### config.mk
export PLATFORM = sky130hd
export DESIGN_NAME = char_lcd_nibble_write_sequencer_top
export DESIGN_NICKNAME = d
export VERILOG_FILES = /design/src/hw/rtl/lcdseq_pkg.sv /design/src/hw/rtl/lcdseq_fifo.sv /design/src/hw/rtl/lcdseq_front.sv /design/src/hw/rtl/lcdseq_back.sv /design/src/hw/rtl/char_lcd_nibble_write_sequencer_top.sv
export VERILOG_INCLUDE_DIRS = /design/src /design/src/hw/rtl
export SDC_FILE = /design/constraint.sdc
export NUM_CORES = 1
export LEC_CHECK = 0
export ABC_AREA = 1
export BUFFER_PORTS_ARGS = -buffer_cell sky130_fd_sc_hd__buf_2
export CORE_ASPECT_RATIO = 1.1
export CORE_MARGIN = 2
export CORE_UTILIZATION = 40
export DETAILED_ROUTE_END_ITERATION = 16
export PLACE_DENSITY = 0.66
export RECOVER_POWER = 100
export SLEW_MARGIN = 20
export SYNTH_ARGS = -nofsm -noshare
export SYNTH_HDL_FRONTEND = slang
export SYNTH_SLANG_ARGS = --single-unit
### constraint.sdc
create_clock -name i_clk -period 4.14 [get_ports i_clk]
set_input_delay 1.035 -clock i_clk [delete_from_list [all_inputs] [get_ports i_clk]]
set_output_delay 1.035 -clock i_clk [all_outputs]
set_load 0.01 [all_outputs]
### src/hw/rtl/assert_macros.svh
`ifndef ASSERT_MACROS_SVH
`define ASSERT_MACROS_SVH

// Check that a condition holds on every clock edge outside reset.
`define CHK_ALWAYS(lbl, clk, rst_n, cond, msg) \
    lbl: assert property (@(posedge clk) disable iff (!rst_n) (cond)) else $error(msg);

// Check that a consequent holds in the same cycle as its antecedent.
`define CHK_IMPLY(lbl, clk, rst_n, ante, cons, msg) \
    lbl: assert property (@(posedge clk) disable iff (!rst_n) (ante) |-> (cons)) else $error(msg);

// Check that a consequent holds in the cycle after its antecedent.
`define CHK_NEXT(lbl, clk, rst_n, ante, cons, msg) \
    lbl: assert property (@(posedge clk) disable iff (!rst_n) (ante) |=> (cons)) else $error(msg);

`endif

### src/hw/rtl/lcdseq_pkg.sv
package lcdseq_pkg;

    typedef struct packed {
        logic [2:0] operation;
        logic [7:0] byte_value;
        logic [4:0] column;
        logic [1:0] row;
    } t_in;

    typedef struct packed {
        logic        rs_level;
        logic        enable_level;
        logic [3:0]  nibble;
        logic [13:0] hold_ticks;
        logic        last;
    } t_out;

    typedef enum logic [1:0] {
        HOLD_10,
        HOLD_50,
        HOLD_1000,
        HOLD_2000
    } t_hold;

    typedef enum logic [1:0] {
        SEG_START,
        SEG_NIBBLE,
        SEG_BYTE
    } t_seg;

    typedef struct packed {
        logic       is_init;
        logic       rs;
        logic [7:0] cmd_byte;
        logic       wait_on;
        t_hold      wait_hold;
    } t_job;

    typedef struct packed {
        logic [3:0] hold_stretch;
        logic [7:0] function_set_cmd;
        logic [7:0] display_control_cmd;
        logic [7:0] entry_mode_cmd;
    } t_cfg;

    localparam logic [7:0] CMD_CLEAR = 8'h01;

    function automatic logic [10:0] hold_nominal(input t_hold h);
        logic [10:0] us;
        unique case (h)
            HOLD_10:   us = 11'd10;
            HOLD_50:   us = 11'd50;
            HOLD_1000: us = 11'd1000;
            HOLD_2000: us = 11'd2000;
            default:   us = 11'd0;
        endcase
        return us;
    endfunction

endpackage

### src/hw/rtl/lcdseq_fifo.sv
module lcdseq_fifo #(
    parameter type T     = logic,
    parameter int  DEPTH = 2
) (
    input  logic i_clk,
    input  logic i_rst_n,
    input  logic i_push,
    input  T     i_data,
    output logic o_full,
    input  logic i_pop,
    output T     o_data,
    output logic o_empty
);
    `include "assert_macros.svh"

    localparam int AW = (DEPTH > 1) ? $clog2(DEPTH) : 1;
    localparam int CW = $clog2(DEPTH + 1);

    T               r_mem [DEPTH];
    logic [AW-1:0]  r_wr_ptr;
    logic [AW-1:0]  r_rd_ptr;
    logic [CW-1:0]  r_count;
    logic [AW-1:0]  n_wr_ptr;
    logic [AW-1:0]  n_rd_ptr;
    logic [CW-1:0]  n_count;

    always_comb begin
        n_wr_ptr = r_wr_ptr;
        n_rd_ptr = r_rd_ptr;
        n_count  = r_count;
        if (i_push) begin
            n_wr_ptr = (r_wr_ptr == AW'(DEPTH - 1)) ? '0 : r_wr_ptr + 1'b1;
        end
        if (i_pop) begin
            n_rd_ptr = (r_rd_ptr == AW'(DEPTH - 1)) ? '0 : r_rd_ptr + 1'b1;
        end
        if (i_push && !i_pop) begin
            n_count = r_count + 1'b1;
        end else if (!i_push && i_pop) begin
            n_count = r_count - 1'b1;
        end
    end

    always_ff @(posedge i_clk) begin
        if (!i_rst_n) begin
            r_wr_ptr <= '0;
            r_rd_ptr <= '0;
            r_count  <= '0;
        end else begin
            r_wr_ptr <= n_wr_ptr;
            r_rd_ptr <= n_rd_ptr;
            r_count  <= n_count;
        end
    end

    always_ff @(posedge i_clk) begin
        if (i_push) begin
            r_mem[r_wr_ptr] <= i_data;
        end
    end

    assign o_data  = r_mem[r_rd_ptr];
    assign o_full  = (r_count == CW'(DEPTH));
    assign o_empty = (r_count == '0);

    `CHK_ALWAYS(a_count_bound, i_clk, i_rst_n, r_count <= CW'(DEPTH), "fifo count overflow")
    `CHK_IMPLY(a_no_push_full, i_clk, i_rst_n, i_push, !o_full, "fifo push while full")

endmodule

### src/hw/rtl/lcdseq_front.sv
module lcdseq_front #(
    parameter int COLUMNS = 20
) (
    input  lcdseq_pkg::t_in  i_item,
    output lcdseq_pkg::t_job o_job,
    output logic             o_job_valid
);
    import lcdseq_pkg::*;

    localparam logic [2:0] OP_INIT   = 3'd0;
    localparam logic [2:0] OP_CMD    = 3'd1;
    localparam logic [2:0] OP_DATA   = 3'd2;
    localparam logic [2:0] OP_CLEAR  = 3'd3;
    localparam logic [2:0] OP_CURSOR = 3'd4;

    localparam logic [7:0] CMD_SET_ADDR = 8'h80;
    localparam logic [4:0] COL_LAST     = 5'(COLUMNS - 1);

    logic [7:0] row_base;
    logic [4:0] col_sat;
    logic [7:0] cursor_cmd;

    always_comb begin
        unique case (i_item.row)
            2'd0:    row_base = 8'h00;
            2'd1:    row_base = 8'h40;
            2'd2:    row_base = 8'h14;
            2'd3:    row_base = 8'h54;
            default: row_base = 8'h00;
        endcase
        col_sat    = (int'(i_item.column) >= COLUMNS) ? COL_LAST : i_item.column;
        cursor_cmd = (CMD_SET_ADDR | row_base) + {3'b000, col_sat};
    end

    always_comb begin
        o_job           = '0;
        o_job.wait_hold = HOLD_50;
        o_job_valid     = 1'b1;
        unique case (i_item.operation)
            OP_INIT: begin
                o_job.is_init = 1'b1;
            end
            OP_CMD: begin
                o_job.cmd_byte = i_item.byte_value;
            end
            OP_DATA: begin
                o_job.rs       = 1'b1;
                o_job.cmd_byte = i_item.byte_value;
            end
            OP_CLEAR: begin
                o_job.cmd_byte  = CMD_CLEAR;
                o_job.wait_on   = 1'b1;
                o_job.wait_hold = HOLD_2000;
            end
            OP_CURSOR: begin
                o_job.cmd_byte = cursor_cmd;
                o_job.wait_on  = 1'b1;
            end
            default: begin
                o_job_valid = 1'b0;
            end
        endcase
    end

endmodule

### src/hw/rtl/lcdseq_back.sv
module lcdseq_back (
    input  logic              i_clk,
    input  logic              i_rst_n,
    input  lcdseq_pkg::t_cfg  i_cfg,
    input  lcdseq_pkg::t_job  i_job,
    input  logic              i_job_valid,
    output logic              o_job_pop,
    output lcdseq_pkg::t_out  o_step,
    output logic              o_step_valid,
    input  logic              i_step_full
);
    import lcdseq_pkg::*;
    `include "assert_macros.svh"

    localparam logic [3:0] NIB_WAKE  = 4'h3;
    localparam logic [3:0] NIB_4BIT  = 4'h2;
    localparam logic [3:0] SEG_FINAL = 4'd8;

    logic       r_busy;
    t_job       r_job;
    logic [3:0] r_seg;
    logic [2:0] r_pos;
    logic       r_rs_drv;
    logic [3:0] r_nib_drv;

    logic       n_busy;
    t_job       n_job;
    logic [3:0] n_seg;
    logic [2:0] n_pos;
    logic       n_rs_drv;
    logic [3:0] n_nib_drv;

    t_seg       seg_kind;
    logic [3:0] seg_nib;
    logic [7:0] seg_byte;
    logic       seg_rs;
    logic       seg_wait_on;
    t_hold      seg_wait_hold;
    logic       seg_last;

    logic       st_rs;
    logic       st_e;
    logic [3:0] st_nib;
    t_hold      st_hold;
    logic       seg_end;

    logic [3:0]  stretch;
    logic [14:0] ticks;
    logic        fire;
    logic        job_done;

    always_comb begin
        seg_kind      = SEG_BYTE;
        seg_nib       = NIB_WAKE;
        seg_byte      = r_job.cmd_byte;
        seg_rs        = r_job.rs;
        seg_wait_on   = r_job.wait_on;
        seg_wait_hold = r_job.wait_hold;
        seg_last      = 1'b1;
        if (r_job.is_init) begin
            seg_rs      = 1'b0;
            seg_wait_on = 1'b1;
            seg_last    = 1'b0;
            unique case (r_seg)
                4'd0: begin
                    seg_kind      = SEG_START;
                    seg_wait_hold = HOLD_1000;
                end
                4'd1, 4'd2, 4'd3: begin
                    seg_kind      = SEG_NIBBLE;
                    seg_wait_hold = HOLD_1000;
                end
                4'd4: begin
                    seg_kind      = SEG_NIBBLE;
                    seg_nib       = NIB_4BIT;
                    seg_wait_hold = HOLD_50;
                end
                4'd5: begin
                    seg_byte      = i_cfg.function_set_cmd;
                    seg_wait_hold = HOLD_50;
                end
                4'd6: begin
                    seg_byte      = i_cfg.display_control_cmd;
                    seg_wait_hold = HOLD_50;
                end
                4'd7: begin
                    seg_byte      = i_cfg.entry_mode_cmd;
                    seg_wait_hold = HOLD_50;
                end
                default: begin
                    seg_byte      = CMD_CLEAR;
                    seg_wait_hold = HOLD_2000;
                    seg_last      = 1'b1;
                end
            endcase
        end
    end

    always_comb begin
        st_rs   = r_rs_drv;
        st_e    = 1'b0;
        st_nib  = r_nib_drv;
        st_hold = seg_wait_hold;
        seg_end = 1'b0;
        unique case (seg_kind)
            SEG_START: begin
                st_rs   = 1'b0;
                st_nib  = 4'h0;
                st_hold = HOLD_1000;
                seg_end = 1'b1;
            end
            SEG_NIBBLE: begin
                unique case (r_pos)
                    3'd0: begin
                        st_e    = 1'b1;
                        st_nib  = seg_nib;
                        st_hold = HOLD_10;
                    end
                    3'd1: begin
                        st_nib  = seg_nib;
                        st_hold = HOLD_50;
                    end
                    default: begin
                        seg_end = 1'b1;
                    end
                endcase
            end
            default: begin
                unique case (r_pos)
                    3'd0: begin
                        st_rs   = seg_rs;
                        st_hold = HOLD_50;
                    end
                    3'd1: begin
                        st_e    = 1'b1;
                        st_nib  = seg_byte[7:4];
                        st_hold = HOLD_10;
                    end
                    3'd2: begin
                        st_nib  = seg_byte[7:4];
                        st_hold = HOLD_50;
                    end
                    3'd3: begin
                        st_e    = 1'b1;
                        st_nib  = seg_byte[3:0];
                        st_hold = HOLD_10;
                    end
                    3'd4: begin
                        st_nib  = seg_byte[3:0];
                        st_hold = HOLD_50;
                        seg_end = !seg_wait_on;
                    end
                    default: begin
                        seg_end = 1'b1;
                    end
                endcase
            end
        endcase
    end

    always_comb begin
        if (i_cfg.hold_stretch == 4'd0) begin
            stretch = 4'd1;
        end else if (i_cfg.hold_stretch > 4'd8) begin
            stretch = 4'd8;
        end else begin
            stretch = i_cfg.hold_stretch;
        end
        ticks = 15'(hold_nominal(st_hold)) * 15'(stretch);
    end

    assign fire     = r_busy && !i_step_full;
    assign job_done = fire && seg_end && seg_last;

    always_comb begin
        o_job_pop = i_job_valid && (!r_busy || job_done);
        n_busy    = r_busy;
        n_job     = r_job;
        n_seg     = r_seg;
        n_pos     = r_pos;
        n_rs_drv  = r_rs_drv;
        n_nib_drv = r_nib_drv;
        if (fire) begin
            n_rs_drv  = st_rs;
            n_nib_drv = st_nib;
        end
        if (o_job_pop) begin
            n_busy = 1'b1;
            n_job  = i_job;
            n_seg  = '0;
            n_pos  = '0;
        end else if (job_done) begin
            n_busy = 1'b0;
        end else if (fire) begin
            if (seg_end) begin
                n_seg = r_seg + 1'b1;
                n_pos = '0;
            end else begin
                n_pos = r_pos + 1'b1;
            end
        end
    end

    always_ff @(posedge i_clk) begin
        if (!i_rst_n) begin
            r_busy    <= 1'b0;
            r_seg     <= '0;
            r_pos     <= '0;
            r_rs_drv  <= 1'b0;
            r_nib_drv <= '0;
        end else begin
            r_busy    <= n_busy;
            r_seg     <= n_seg;
            r_pos     <= n_pos;
            r_rs_drv  <= n_rs_drv;
            r_nib_drv <= n_nib_drv;
        end
    end

    always_ff @(posedge i_clk) begin
        r_job <= n_job;
    end

    always_comb begin
        o_step.rs_level     = st_rs;
        o_step.enable_level = st_e;
        o_step.nibble       = st_nib;
        o_step.hold_ticks   = ticks[13:0];
        o_step.last         = seg_last && seg_end;
        o_step_valid        = fire;
    end

    `CHK_IMPLY(a_single_seg, i_clk, i_rst_n, r_busy && !r_job.is_init, r_seg == 4'd0, "byte job left its segment")
    `CHK_IMPLY(a_init_seg, i_clk, i_rst_n, r_busy && r_job.is_init, r_seg <= SEG_FINAL, "init ran past its final segment")
    `CHK_NEXT(a_idle_after, i_clk, i_rst_n, job_done && !i_job_valid, !r_busy, "sequencer busy after final step")

endmodule

### src/hw/rtl/char_lcd_nibble_write_sequencer_top.sv
// A request passes the request queue, the sequencer's job register and the step queue before
// its first pin step reaches the result ports. The step sequencer issues one pin step per
// cycle while the step queue is not full; unknown operations are never queued.
// Requests queue ahead of the sequencer and steps queue behind it, so each side stalls alone.
// Reset (i_rst_n low at a clock edge) empties both queues, idles the sequencer, drives RS and
// D7..D4 low and loads the registers with stretch 4 and commands 0x28, 0x0C and 0x06.
module char_lcd_nibble_write_sequencer_top #(
    parameter int COLUMNS   = 20,
    parameter int JOB_DEPTH = 2,
    parameter int RES_DEPTH = 2
) (
    input  logic              i_clk,
    input  logic              i_rst_n,
    input  logic              push,
    input  lcdseq_pkg::t_in   i_item,
    output logic              full,
    output logic              empty,
    input  logic              pop,
    output lcdseq_pkg::t_out  o_result,
    input  logic              i_cfg_valid,
    output logic              o_cfg_ready,
    input  logic [1:0]        i_cfg_index,
    input  logic [7:0]        i_cfg_data
);
    import lcdseq_pkg::*;

    localparam logic [1:0] CFG_STRETCH  = 2'd0;
    localparam logic [1:0] CFG_FUNC_SET = 2'd1;
    localparam logic [1:0] CFG_DISP_CTL = 2'd2;
    localparam logic [1:0] CFG_ENTRY    = 2'd3;

    t_cfg r_cfg;
    t_cfg n_cfg;

    t_job front_job;
    logic front_valid;
    t_job queue_job;
    logic queue_empty;
    logic job_pop;
    t_out step;
    logic step_valid;
    logic res_full;
    logic in_beat;

    assign o_cfg_ready = 1'b1;
    assign in_beat     = push && !full;

    always_comb begin
        n_cfg = r_cfg;
        if (i_cfg_valid) begin
            unique case (i_cfg_index)
                CFG_STRETCH:  n_cfg.hold_stretch        = i_cfg_data[3:0];
                CFG_FUNC_SET: n_cfg.function_set_cmd    = i_cfg_data;
                CFG_DISP_CTL: n_cfg.display_control_cmd = i_cfg_data;
                CFG_ENTRY:    n_cfg.entry_mode_cmd      = i_cfg_data;
                default:      n_cfg = r_cfg;
            endcase
        end
    end

    always_ff @(posedge i_clk) begin
        if (!i_rst_n) begin
            r_cfg.hold_stretch        <= 4'd4;
            r_cfg.function_set_cmd    <= 8'h28;
            r_cfg.display_control_cmd <= 8'h0C;
            r_cfg.entry_mode_cmd      <= 8'h06;
        end else begin
            r_cfg <= n_cfg;
        end
    end

    lcdseq_front #(
        .COLUMNS (COLUMNS)
    ) u_front (
        .i_item      (i_item),
        .o_job       (front_job),
        .o_job_valid (front_valid)
    );

    lcdseq_fifo #(
        .T     (t_job),
        .DEPTH (JOB_DEPTH)
    ) u_job_q (
        .i_clk   (i_clk),
        .i_rst_n (i_rst_n),
        .i_push  (in_beat && front_valid),
        .i_data  (front_job),
        .o_full  (full),
        .i_pop   (job_pop),
        .o_data  (queue_job),
        .o_empty (queue_empty)
    );

    lcdseq_back u_back (
        .i_clk        (i_clk),
        .i_rst_n      (i_rst_n),
        .i_cfg        (r_cfg),
        .i_job        (queue_job),
        .i_job_valid  (!queue_empty),
        .o_job_pop    (job_pop),
        .o_step       (step),
        .o_step_valid (step_valid),
        .i_step_full  (res_full)
    );

    lcdseq_fifo #(
        .T     (t_out),
        .DEPTH (RES_DEPTH)
    ) u_res_q (
        .i_clk   (i_clk),
        .i_rst_n (i_rst_n),
        .i_push  (step_valid),
        .i_data  (step),
        .o_full  (res_full),
        .i_pop   (pop && !empty),
        .o_data  (o_result),
        .o_empty (empty)
    );

endmodule
# Word level (Yosys, flattened, before mapping)
# Memories as Yosys holds them, arrays and structs flattened. A register that Yosys moved wholly into a read port is not among the register bits.
# Index checks and enable logic that the tools add are counted.
[word_totals]
regBits = 49
ramBits = 68
input_bits = 33
wordCells = 171
n_memories = 2
[classes]
add_sub_neg = 11
n_mul = 1
n_lt_le_gt_ge = 2
n_eq_ne = 27
n_mux = 54
bitwise = 2
n_reduce_logical = 57
[mem_list]
columns = ["name", "depth", "word_bits", "read_ports", "rd_ports_with_merged_regs", "wr", "line", "text"]
rows = [
  ["u_res_q.r_mem", 2, 21, 1, 1, 1, "lcdseq_fifo.sv:19", "T r_mem [DEPTH];"],
  ["u_job_q.r_mem", 2, 13, 1, 1, 1, "lcdseq_fifo.sv:19", ""],
]
[op_table]
columns = ["op", "count"]
rows = [
  ["$pmux W11 S4", 1],
  ["$pmux W8 S4", 1],
  ["$pmux W7 S4", 1],
  ["$mux W1", 25],
  ["$pmux W8 S3", 1],
  ["$pmux W2 S2", 5],
  ["$eq A2 B2 Y1 const B", 8],
  ["$eq A4 B3 Y1 const B", 4],
  ["$mux W4", 4],
  ["$pmux W4 S2", 2],
  ["$reduce_or A4 Y1", 4],
  ["$mul A11 B4 Y14", 1],
  ["$mux W2", 7],
  ["$reduce_or A2 Y1", 7],
  ["$eq A3 B2 Y1 const B", 4],
  ["$logic_and A1 B1 Y1", 12],
  ["$logic_not A2 Y1", 6],
  ["$logic_not A1 Y1", 10],
  ["$reduce_and A2 Y1", 5],
  ["$reduce_or A5 Y1", 2],
  ["$add A8 B5 Y8", 1],
  ["$eq A2 B1 Y1 const B", 4],
  ["$eq A4 B2 Y1 const B", 2],
  ["$logic_not A4 Y1", 2],
  ["other kinds (21)", 35],
]

# Longest topological paths before layout
# Gate-level depths: netlist (run 1).
[depth]
ltp_word = 13
mapped_depth = 26
mapped_depth_nobuf = 26

# Cells and area by module
# Synthesis (run 1) repeated with hierarchy kept, for this count alone.
[unflattened]
hier_cells = 809
hier_area_um2 = 7377.1
[by_module_without_submodules]
columns = ["module", "instances", "cells_each", "area_each_um2"]
rows = [
  ["lcdseq_back", 1, 399, 2824.0],
  ["lcdseq_fifo at u_res_q", 1, 100, 1823.0],
  ["lcdseq_fifo at u_job_q", 1, 75, 1203.7],
  ["char_lcd_nibble_write_sequencer_top", 1, 178, 1194.9],
  ["lcdseq_front", 1, 57, 331.6],
]

# Worst setup path after synthesis (run 1)
# Ideal clock, no wire load.
[synth_path]
kind = "register to register"
from = "reg u_back.r_seg[0]"
to = "mem u_res_q.r_mem[0][12] (netlist bit) (data pin)"
setup_ps = 264
t_arrival_ps = 4053
required_time_ps = 3876
setup_slack_ps = -177
path_stages_with_launch = 25
path_buffers = 0
cell_sequence = "dfxtp_1 -> inv_1 -> ha_1 -> o21ai_0 -> nand3_2 -> nand2_4 -> inv_1 -> o21ai_0 -> nor2_1 -> ha_1 -> nor2_1 -> nor2_1 -> inv_1 -> nor2_1 -> fa_1 -> inv_1 -> fa_1 -> inv_1 -> ha_1 -> a21oi_1 -> o21ai_0 -> a21oi_1 -> nor2_1 -> nor2_1 -> xnor2_1"
[synth_rtl]
columns = ["element", "line", "text"]
rows = [
  ["from (decl)", "lcdseq_back.sv:21", "logic [3:0] r_seg;"],
  ["from (signal assigned)", "lcdseq_back.sv:213", "r_seg <= n_seg;"],
  ["to (decl)", "lcdseq_fifo.sv:19", ""],
]

==> flow_summary_export.csv, run 1 <==
group,metric,value,unit
placed_design,placedCellCount,1010,
timing,min_period_over_period,101,%
die,dieHeight,139,um
cells_and_area,area_growth,28.7,%
global_route,track_usage,16.5,%
status,outcome,"finished with violations",
synthesis,synth_seq_cells,126,
cells_and_area,final_nets,915,
detailed_routing,ant_nets,0,
timing,final_hold_viol_count,0,
die,die_w,127,um
synthesis,synth_edf_count,76,
placed_design,io_buffers,54,
synthesis,ys_warn_count,0,
clocking,htreeDepth,4,
placed_design,placed_cell_area,7560,um2
detailed_routing,drt-total-wl,14200,um
synthesis,async_flop_share,0,%
clocking,root_buffer,"clkbuf_16",
timing,period_needed,4.19,ns
critical_path,start_kind,"register",
synthesis,synth_cell_type_count,39,
worst_hold_path,hold_path_class,"register to register",
synthesis,yosysSeqAreaShare,49.3,%
clocking,clkTransAtPathRegs,0.06,ns
global_route,grt_pass1_wl,23000,um
timing,worst_pin_slew,1.77,ns
critical_path,worstRegToRegCells,25,
timing,setup_violations,8,
clocking,cts_sinks,126,
cells_and_area,diodes,0,
detailed_routing,viasPerCell,4.88,
clocking,clk_latency,0.44,ns
die,core,16300,um2
critical_path,rr_startpoint,"u_back.r_seg[0]$_SDFFE_PP0P_",
critical_path,endpoint,"u_res_q.r_mem[0][12]$_DFFE_PP_",
synthesis,syn_area_per_cell,9.30,um2
timing,fmax,239,MHz
flow_run,drv_cap,2,
critical_path,path_class,"register to register",
cells_and_area,final_cell_area,8560,um2
status,failed_checks,"max-capacitance violations, max-slew violations, negative setup slack",
synthesis,syn_nets,796,
clocking,numCtsBuffers,17,
global_route,antenna_found_initial,0,
timing,maxSlewHeadroom,-18.4,%
die,dieArea,17700,um2
placed_design,gp_congestion,0.839,
pwr,p_leak,3.64,nW
timing,setup_slack,-0.0485,ns
pwr,max-vdd-ir-drop,0.000365,V
cells_and_area,drive_gt1_share,30.3,%
critical_path,worstPathRequired,4.31,ns
critical_path,r2r_end,"u_res_q.r_mem[0][12]$_DFFE_PP_",
timing,slew_violations,60,
detailed_routing,drt_iter0_drc,274,
critical_path,path_max_fanout,4,
global_route,first_global_vias,4965,
placed_design,dp_hpwl,10200,um
synthesis,syn-cell-area,6660,um2
clocking,cts_tree,"done",
detailed_routing,firstDrtPassIters,4,
critical_path,arrival,4.36,ns
die,start_util,40.8,%
clocking,cts_buffer_depth,2,
timing,skew,0.0258,ns
detailed_routing,wl_per_cell,13.5,um
global_route,grt_remaining_overflow,0,
synthesis,synthCells,716,
critical_path,cp-end-kind,"register",
critical_path,crit_path_start,"u_back.r_seg[0]$_SDFFE_PP0P_",
critical_path,r2r_slack,-0.05,ns
die,pin_count,57,
pwr,power_density,726,nW/um2
critical_path,cp_slowest_cell,"fa_1",
critical_path,critPathMostFrequentCell,"nor2_4",
critical_path,max_stage_delay,0.53,ns
detailed_routing,vias,5135,
timing,rsz0062_at_grt,"true",
die,fp-row-count,49,
global_route,grt_max_degree,38,
synthesis,ys.flop_type,"edfxtp_1",
cells_and_area,fin_cells,1052,
detailed_routing,drc_errors,0,
how the worst min path moves through the flow:
stage / startpoint / endpoint / slack, ns / depth (start not counted)
floorplan: r_cfg[10]$_SDFFE_PN1P_ / r_cfg[10]$_SDFFE_PN1P_ / 0.43 / 2
global placement: r_cfg[1]$_SDFFE_PN1P_ / r_cfg[1]$_SDFFE_PN1P_ / 0.44 / 2
detailed placement: r_cfg[2]$_SDFFE_PN1P_ / r_cfg[2]$_SDFFE_PN1P_ / 0.45 / 2
CTS: r_cfg[2]$_SDFFE_PN1P_ / r_cfg[2]$_SDFFE_PN1P_ / 0.46 / 2
global route: r_cfg[2]$_SDFFE_PN1P_ / r_cfg[2]$_SDFFE_PN1P_ / 0.50 / 2
finish: r_cfg[2]$_SDFFE_PN1P_ / r_cfg[2]$_SDFFE_PN1P_ / 0.46 / 2
layout by cell type, fill, tap and decap left out, types with 7 or more instances in the layout:
cell	instances
nand2_1	108
nor2_1	106
edfxtp_1	76
inv_1	75
buf_4	52
o21ai_0	47
dfxtp_1	47
buf_2	46
mux2_2	32
nand3_1	32
ha_1	20
a21oi_1	18
clkbuf_16	17
ha_4	14
inv_2	12
clkbuf_1	12
fa_1	11
nor2_4	9
nor2_2	9
nand2_4	9
xor2_1	7
nand4_1	7
metal layers:
metal | track usage (%) | vias up | wire (um)
li1 | - | 2606 | -
met1 | 19.3 | 2406 | 6200
met2 | 28.5 | 106 | 7130
met3 | 4.19 | 17 | 630
met4 | 7.46 | 0 | 263
met5 | 0 | - | 0
Yosys cell counts, types with 3 or more instances:
| cell | number | area (um2) |
|---|---|---|
| a21oi_1 | 24 | 120 |
| a31oi_1 | 3 | 18.8 |
| clkbuf_1 | 10 | 37.5 |
| dfxtp_1 | 50 | 1000 |
| edfxtp_1 | 76 | 2280 |
| fa_1 | 12 | 240 |
| ha_1 | 35 | 438 |
| inv_1 | 88 | 330 |
| inv_2 | 3 | 11.3 |
| mux2_2 | 32 | 360 |
| nand2_1 | 113 | 424 |
| nand2_4 | 7 | 78.8 |
| nand3_1 | 36 | 180 |
| nand4_1 | 7 | 43.8 |
| nor2_1 | 119 | 447 |
| nor2_2 | 5 | 31.3 |
| nor3_1 | 4 | 20.0 |
| o21ai_0 | 52 | 260 |
| xnor2_1 | 3 | 26.3 |
| xor2_1 | 9 | 78.8 |
registers in the layout (all words and copies together) (netlist names), named ones only:
signal and count:
u_job_q.r_count 2, u_res_q.r_mem 40, u_res_q.r_count 2, u_back.r_pos 3, u_job_q.r_mem 24, u_back.r_nib_drv 4
u_res_q.r_rd_ptr 1, u_back.r_rs_drv 1, u_back.r_busy 1, r_cfg 28, u_res_q.r_wr_ptr 1, u_back.r_job 12
u_back.r_seg 4, u_job_q.r_wr_ptr 1, u_job_q.r_rd_ptr 1
through the flow:
step / worst slack [ns] / TNS, ns / hold slack (ns) / total power, W / utilization (%)
2_1_floorplan: 0.0112 / 0 / 0.429 / 0.00340 / -
3_3_place_gp: -0.153 / -1.14 / 0.444 / 0.00415 / 46.4
3_5_place_dp: -0.257 / -2.02 / 0.449 / 0.00420 / 46.4
4_1_cts: 0.0118 / 0 / 0.464 / 0.00582 / 50.9
5_1_grt: -0.229 / -1.99 / 0.497 / 0.00662 / 52.5
6_report: -0.0485 / -0.176 / 0.461 / 0.00622 / 52.5
kinds of logic after synthesis:
kind of cell    Yosys count  synth area share, %
simple gates            299                 19.7
compound gates           92                 7.42
buf+inv                 106                 6.22
mux                      32                 5.41
fa+ha+maj                47                 10.2
xor+xnor                 12                 1.58
flops                   126                 49.3
other cells               2                0.113
repair_timing:
| action | in CTS | in global routing |
|---|---|---|
| setup buffers | 5 | 6 |
| hold buffers | 0 | 0 |
| pin swaps | 18 | 41 |
| cloned | 0 | 0 |
| endpoints found under the setup margin | 12 | 12 |
| resized for setup | 29 | 62 |
area by class of cell:
class | instances | area [um2]
sequential | 126 | 3290
clock buffer | 17 | 425
inverter | 92 | 355
fill | 1460 | 7740
timing repair buffer | 114 | 711
multi-input combinational | 484 | 3360
tap | 204 | 255
clock inverter | 15 | 163
report_power, final:
group / internal (W) / switching [W]
registers: 0.00177 / 0.000151
clock network: 0.000892 / 0.000571
logic: 0.00127 / 0.00157
critical path, delay by kind of cell, from the launching register on:
family | cells | cell delay, ns
compound gates | 5 | 0.72
xor+xnor | 1 | 0.09
fa+ha+maj | 5 | 1.58
simple gates | 8 | 0.68
buf+inv | 6 | 0.43
flops | 1 | 0.40
Power figures use the tool's default switching activity.
==> inputs of run 2 (changes only) <==
--- a/config.mk
+++ b/config.mk
@@ -12,9 +12,9 @@
 export CORE_MARGIN = 2
 export CORE_UTILIZATION = 40
 export DETAILED_ROUTE_END_ITERATION = 16
-export PLACE_DENSITY = 0.66
+export PLACE_DENSITY = 0.65
 export RECOVER_POWER = 100
-export SLEW_MARGIN = 20
+export SKIP_CTS_REPAIR_TIMING = 1
 export SYNTH_ARGS = -nofsm -noshare
 export SYNTH_HDL_FRONTEND = slang
 export SYNTH_SLANG_ARGS = --single-unit
==> flow_summary_export.csv, run 2 (synthesis results as in run 1) <==
group,metric,value,unit
timing,rsz0062_at_grt,"true",
die,dieArea,17700,um2
critical_path,crit_chain,"inv_2 -> nor2_2 -> nand2_1 -> nand3_2 -> nand2_4 -> inv_1 -> o21ai_2 -> nor2_4 -> ha_2 -> nor2_2 -> nor2_4 -> inv_4 -> nor2_4 -> inv_2 -> fa_1 -> inv_2 -> fa_1 -> ha_4 -> nand2_2 -> inv_1 -> nand4_1 -> o211ai_1 -> xor2_1",
die,fp-row-count,49,
clocking,cts_tree,"done",
timing,fin_tns_setup,-0.0499,ns
cells_and_area,largest_register_ffs,40,
placed_design,dp_hpwl,10200,um
detailed_routing,vias,5025,
critical_path,cp-end-kind,"register",
timing,setup_violations,4,
cells_and_area,final_cell_mix,"nor2_1, nand2_1, inv_1, edfxtp_1, buf_4",
critical_path,worstRegToRegCells,23,
pwr,comb_power_share,43.9,%
timing,period_needed,4.15,ns
cells_and_area,top_register,"u_res_q.r_mem",
critical_path,rr_startpoint,"u_back.r_seg[2]$_SDFFE_PP0P_",
cells_and_area,diodes,0,
global_route,first_global_vias,4713,
pwr,max-vdd-ir-drop,0.000369,V
critical_path,path_max_fanout,4,
cells_and_area,fin_cells,1054,
pwr,clkPwrFrac,24.7,%
pwr,sw_frac_of_total,35.7,%
pwr,power.internal,0.00394,W
critical_path,path_class,"register to register",
cells_and_area,final_nets,917,
critical_path,r2r_end,"u_res_q.r_mem[0][13]$_DFFE_PP_",
pwr,switchingPower,0.00219,W
critical_path,arrival,4.40,ns
cells_and_area,area_growth,28.3,%
timing,worst_pin_slew,1.14,ns
timing,min_period_over_period,100,%
critical_path,start_kind,"register",
global_route,grt_remaining_overflow,0,
detailed_routing,drt_iter0_drc,275,
detailed_routing,drt-total-wl,14100,um
worst_hold_path,hold_path_class,"register to register",
pwr,pwr-share-seq,31.3,%
placed_design,gp_congestion,0.856,
critical_path,crit_path_start,"u_back.r_seg[2]$_SDFFE_PP0P_",
die,start_util,40.8,%
detailed_routing,firstDrtPassIters,4,
die,die_w,127,um
timing,setup_slack,-0.0136,ns
critical_path,critPathTopFamily,"adder cells",
cells_and_area,n_fill_cell,1452,
critical_path,worst-path-buf-inv,6,
status,outcome,"finished with violations",
placed_design,io_buffers,54,
placed_design,placedCellCount,1015,
timing,final_hold_viol_count,0,
clocking,root_buffer,"clkbuf_16",
critical_path,r2r_slack,-0.01,ns
pwr,power_density,717,nW/um2
timing,fmax,241,MHz
timing,skew,0.00853,ns
critical_path,worstPathRequired,4.38,ns
detailed_routing,wl_per_cell,13.4,um
die,dieHeight,139,um
global_route,antenna_found_initial,0,
detailed_routing,viasPerCell,4.77,
clocking,cts_buffer_depth,2,
clocking,htreeDepth,4,
timing,maxSlewHeadroom,24.2,%
cells_and_area,reg_top3,"u_res_q.r_mem x40, r_cfg x28, u_job_q.r_mem x24",
die,pin_count,57,
critical_path,cp_slowest_cell,"fa_1",
die,core,16300,um2
cells_and_area,layout_commonest_cell,"nor2_1",
global_route,track_usage,16.4,%
clocking,cts_sinks,126,
timing,slew_violations,0,
status,failed_checks,"negative setup slack",
critical_path,critical_path_cell_count,23,
critical_path,max_stage_delay,0.53,ns
detailed_routing,drc_errors,0,
cells_and_area,drive_gt1_share,30.2,%
global_route,grt_max_degree,38,
flow_run,drv_cap,0,
detailed_routing,ant_nets,0,
clocking,numCtsBuffers,17,
clocking,clk_latency,0.42,ns
global_route,grt_pass1_wl,22700,um
critical_path,endpoint,"u_res_q.r_mem[0][13]$_DFFE_PP_",
pwr,p_leak,3.67,nW
clocking,clkTransAtPathRegs,0.06,ns
## run 2: cell count changes in the layout (fill, tap and decap cells not counted), moves of 3 or more
| cell | delta |
|---|---|
| clkbuf_1 | -3 |
| buf_4 | +4 |
| buf_2 | +4 |
| nor2_4 | -3 |
| inv_6 | -4 |
## run 2: worst min-delay path, stage by stage (launching register included)
cell and delay, ns:
dfxtp_1 0.32, nand2_1 0.05, nand3_1 0.05
## run 2: metrics by stage
step                      power, W  hold slack (ns)  area (um2)  util, %  setup WS, ns
after global placement     0.00417            0.440        7600     46.6        -0.188
after detailed placement   0.00423            0.444        7600     46.6        -0.332
after global routing       0.00654            0.483        8540     52.4        -0.186
after floorplan            0.00340            0.429        6730        -        0.0112
after CTS                  0.00577            0.460        8210     50.4        -0.344
final                      0.00613            0.457        8540     52.4       -0.0136
## run 2: power by group through the flow
stage               clock [W]  sequential, W  combinational [W]
floorplan                   0        0.00186            0.00154
global placement            0        0.00193            0.00224
detailed placement          0        0.00194            0.00229
CTS                   0.00154        0.00191            0.00232
global route          0.00161        0.00195            0.00298
finish                0.00152        0.00192            0.00269
## run 2: how the worst min path moves through the flow
stage / start / endpoint / slack (ns) / cells after the start
global placement: r_cfg[2]$_SDFFE_PN1P_ / r_cfg[2]$_SDFFE_PN1P_ / 0.44 / 2
floorplan: r_cfg[10]$_SDFFE_PN1P_ / r_cfg[10]$_SDFFE_PN1P_ / 0.43 / 2
CTS: r_cfg[2]$_SDFFE_PN1P_ / r_cfg[2]$_SDFFE_PN1P_ / 0.46 / 2
finish: r_cfg[2]$_SDFFE_PN1P_ / r_cfg[2]$_SDFFE_PN1P_ / 0.46 / 2
global route: r_cfg[2]$_SDFFE_PN1P_ / r_cfg[2]$_SDFFE_PN1P_ / 0.48 / 2
detailed placement: r_cfg[2]$_SDFFE_PN1P_ / r_cfg[2]$_SDFFE_PN1P_ / 0.44 / 2
## run 2: final cells by class
cell class	count	area [um2]	share of cell area [%]
Clock buffer	21	487	5.70
Sequential cell	126	3290	38.5
Tap cell	204	255	2.99
Inverter	92	353	4.13
Timing Repair Buffer	116	723	8.47
Clock inverter	11	129	1.51
Multi-Input combinational cell	484	3300	38.7
## run 2: routing by layer
layer | share of wire, % | up-vias | track usage, %
met5 | 0 | - | 0
met4 | 1.8 | 0 | 6.59
met3 | 3.6 | 21 | 4.31
met2 | 50 | 105 | 27.4
met1 | 45 | 2291 | 20.2
li1 | - | 2608 | -
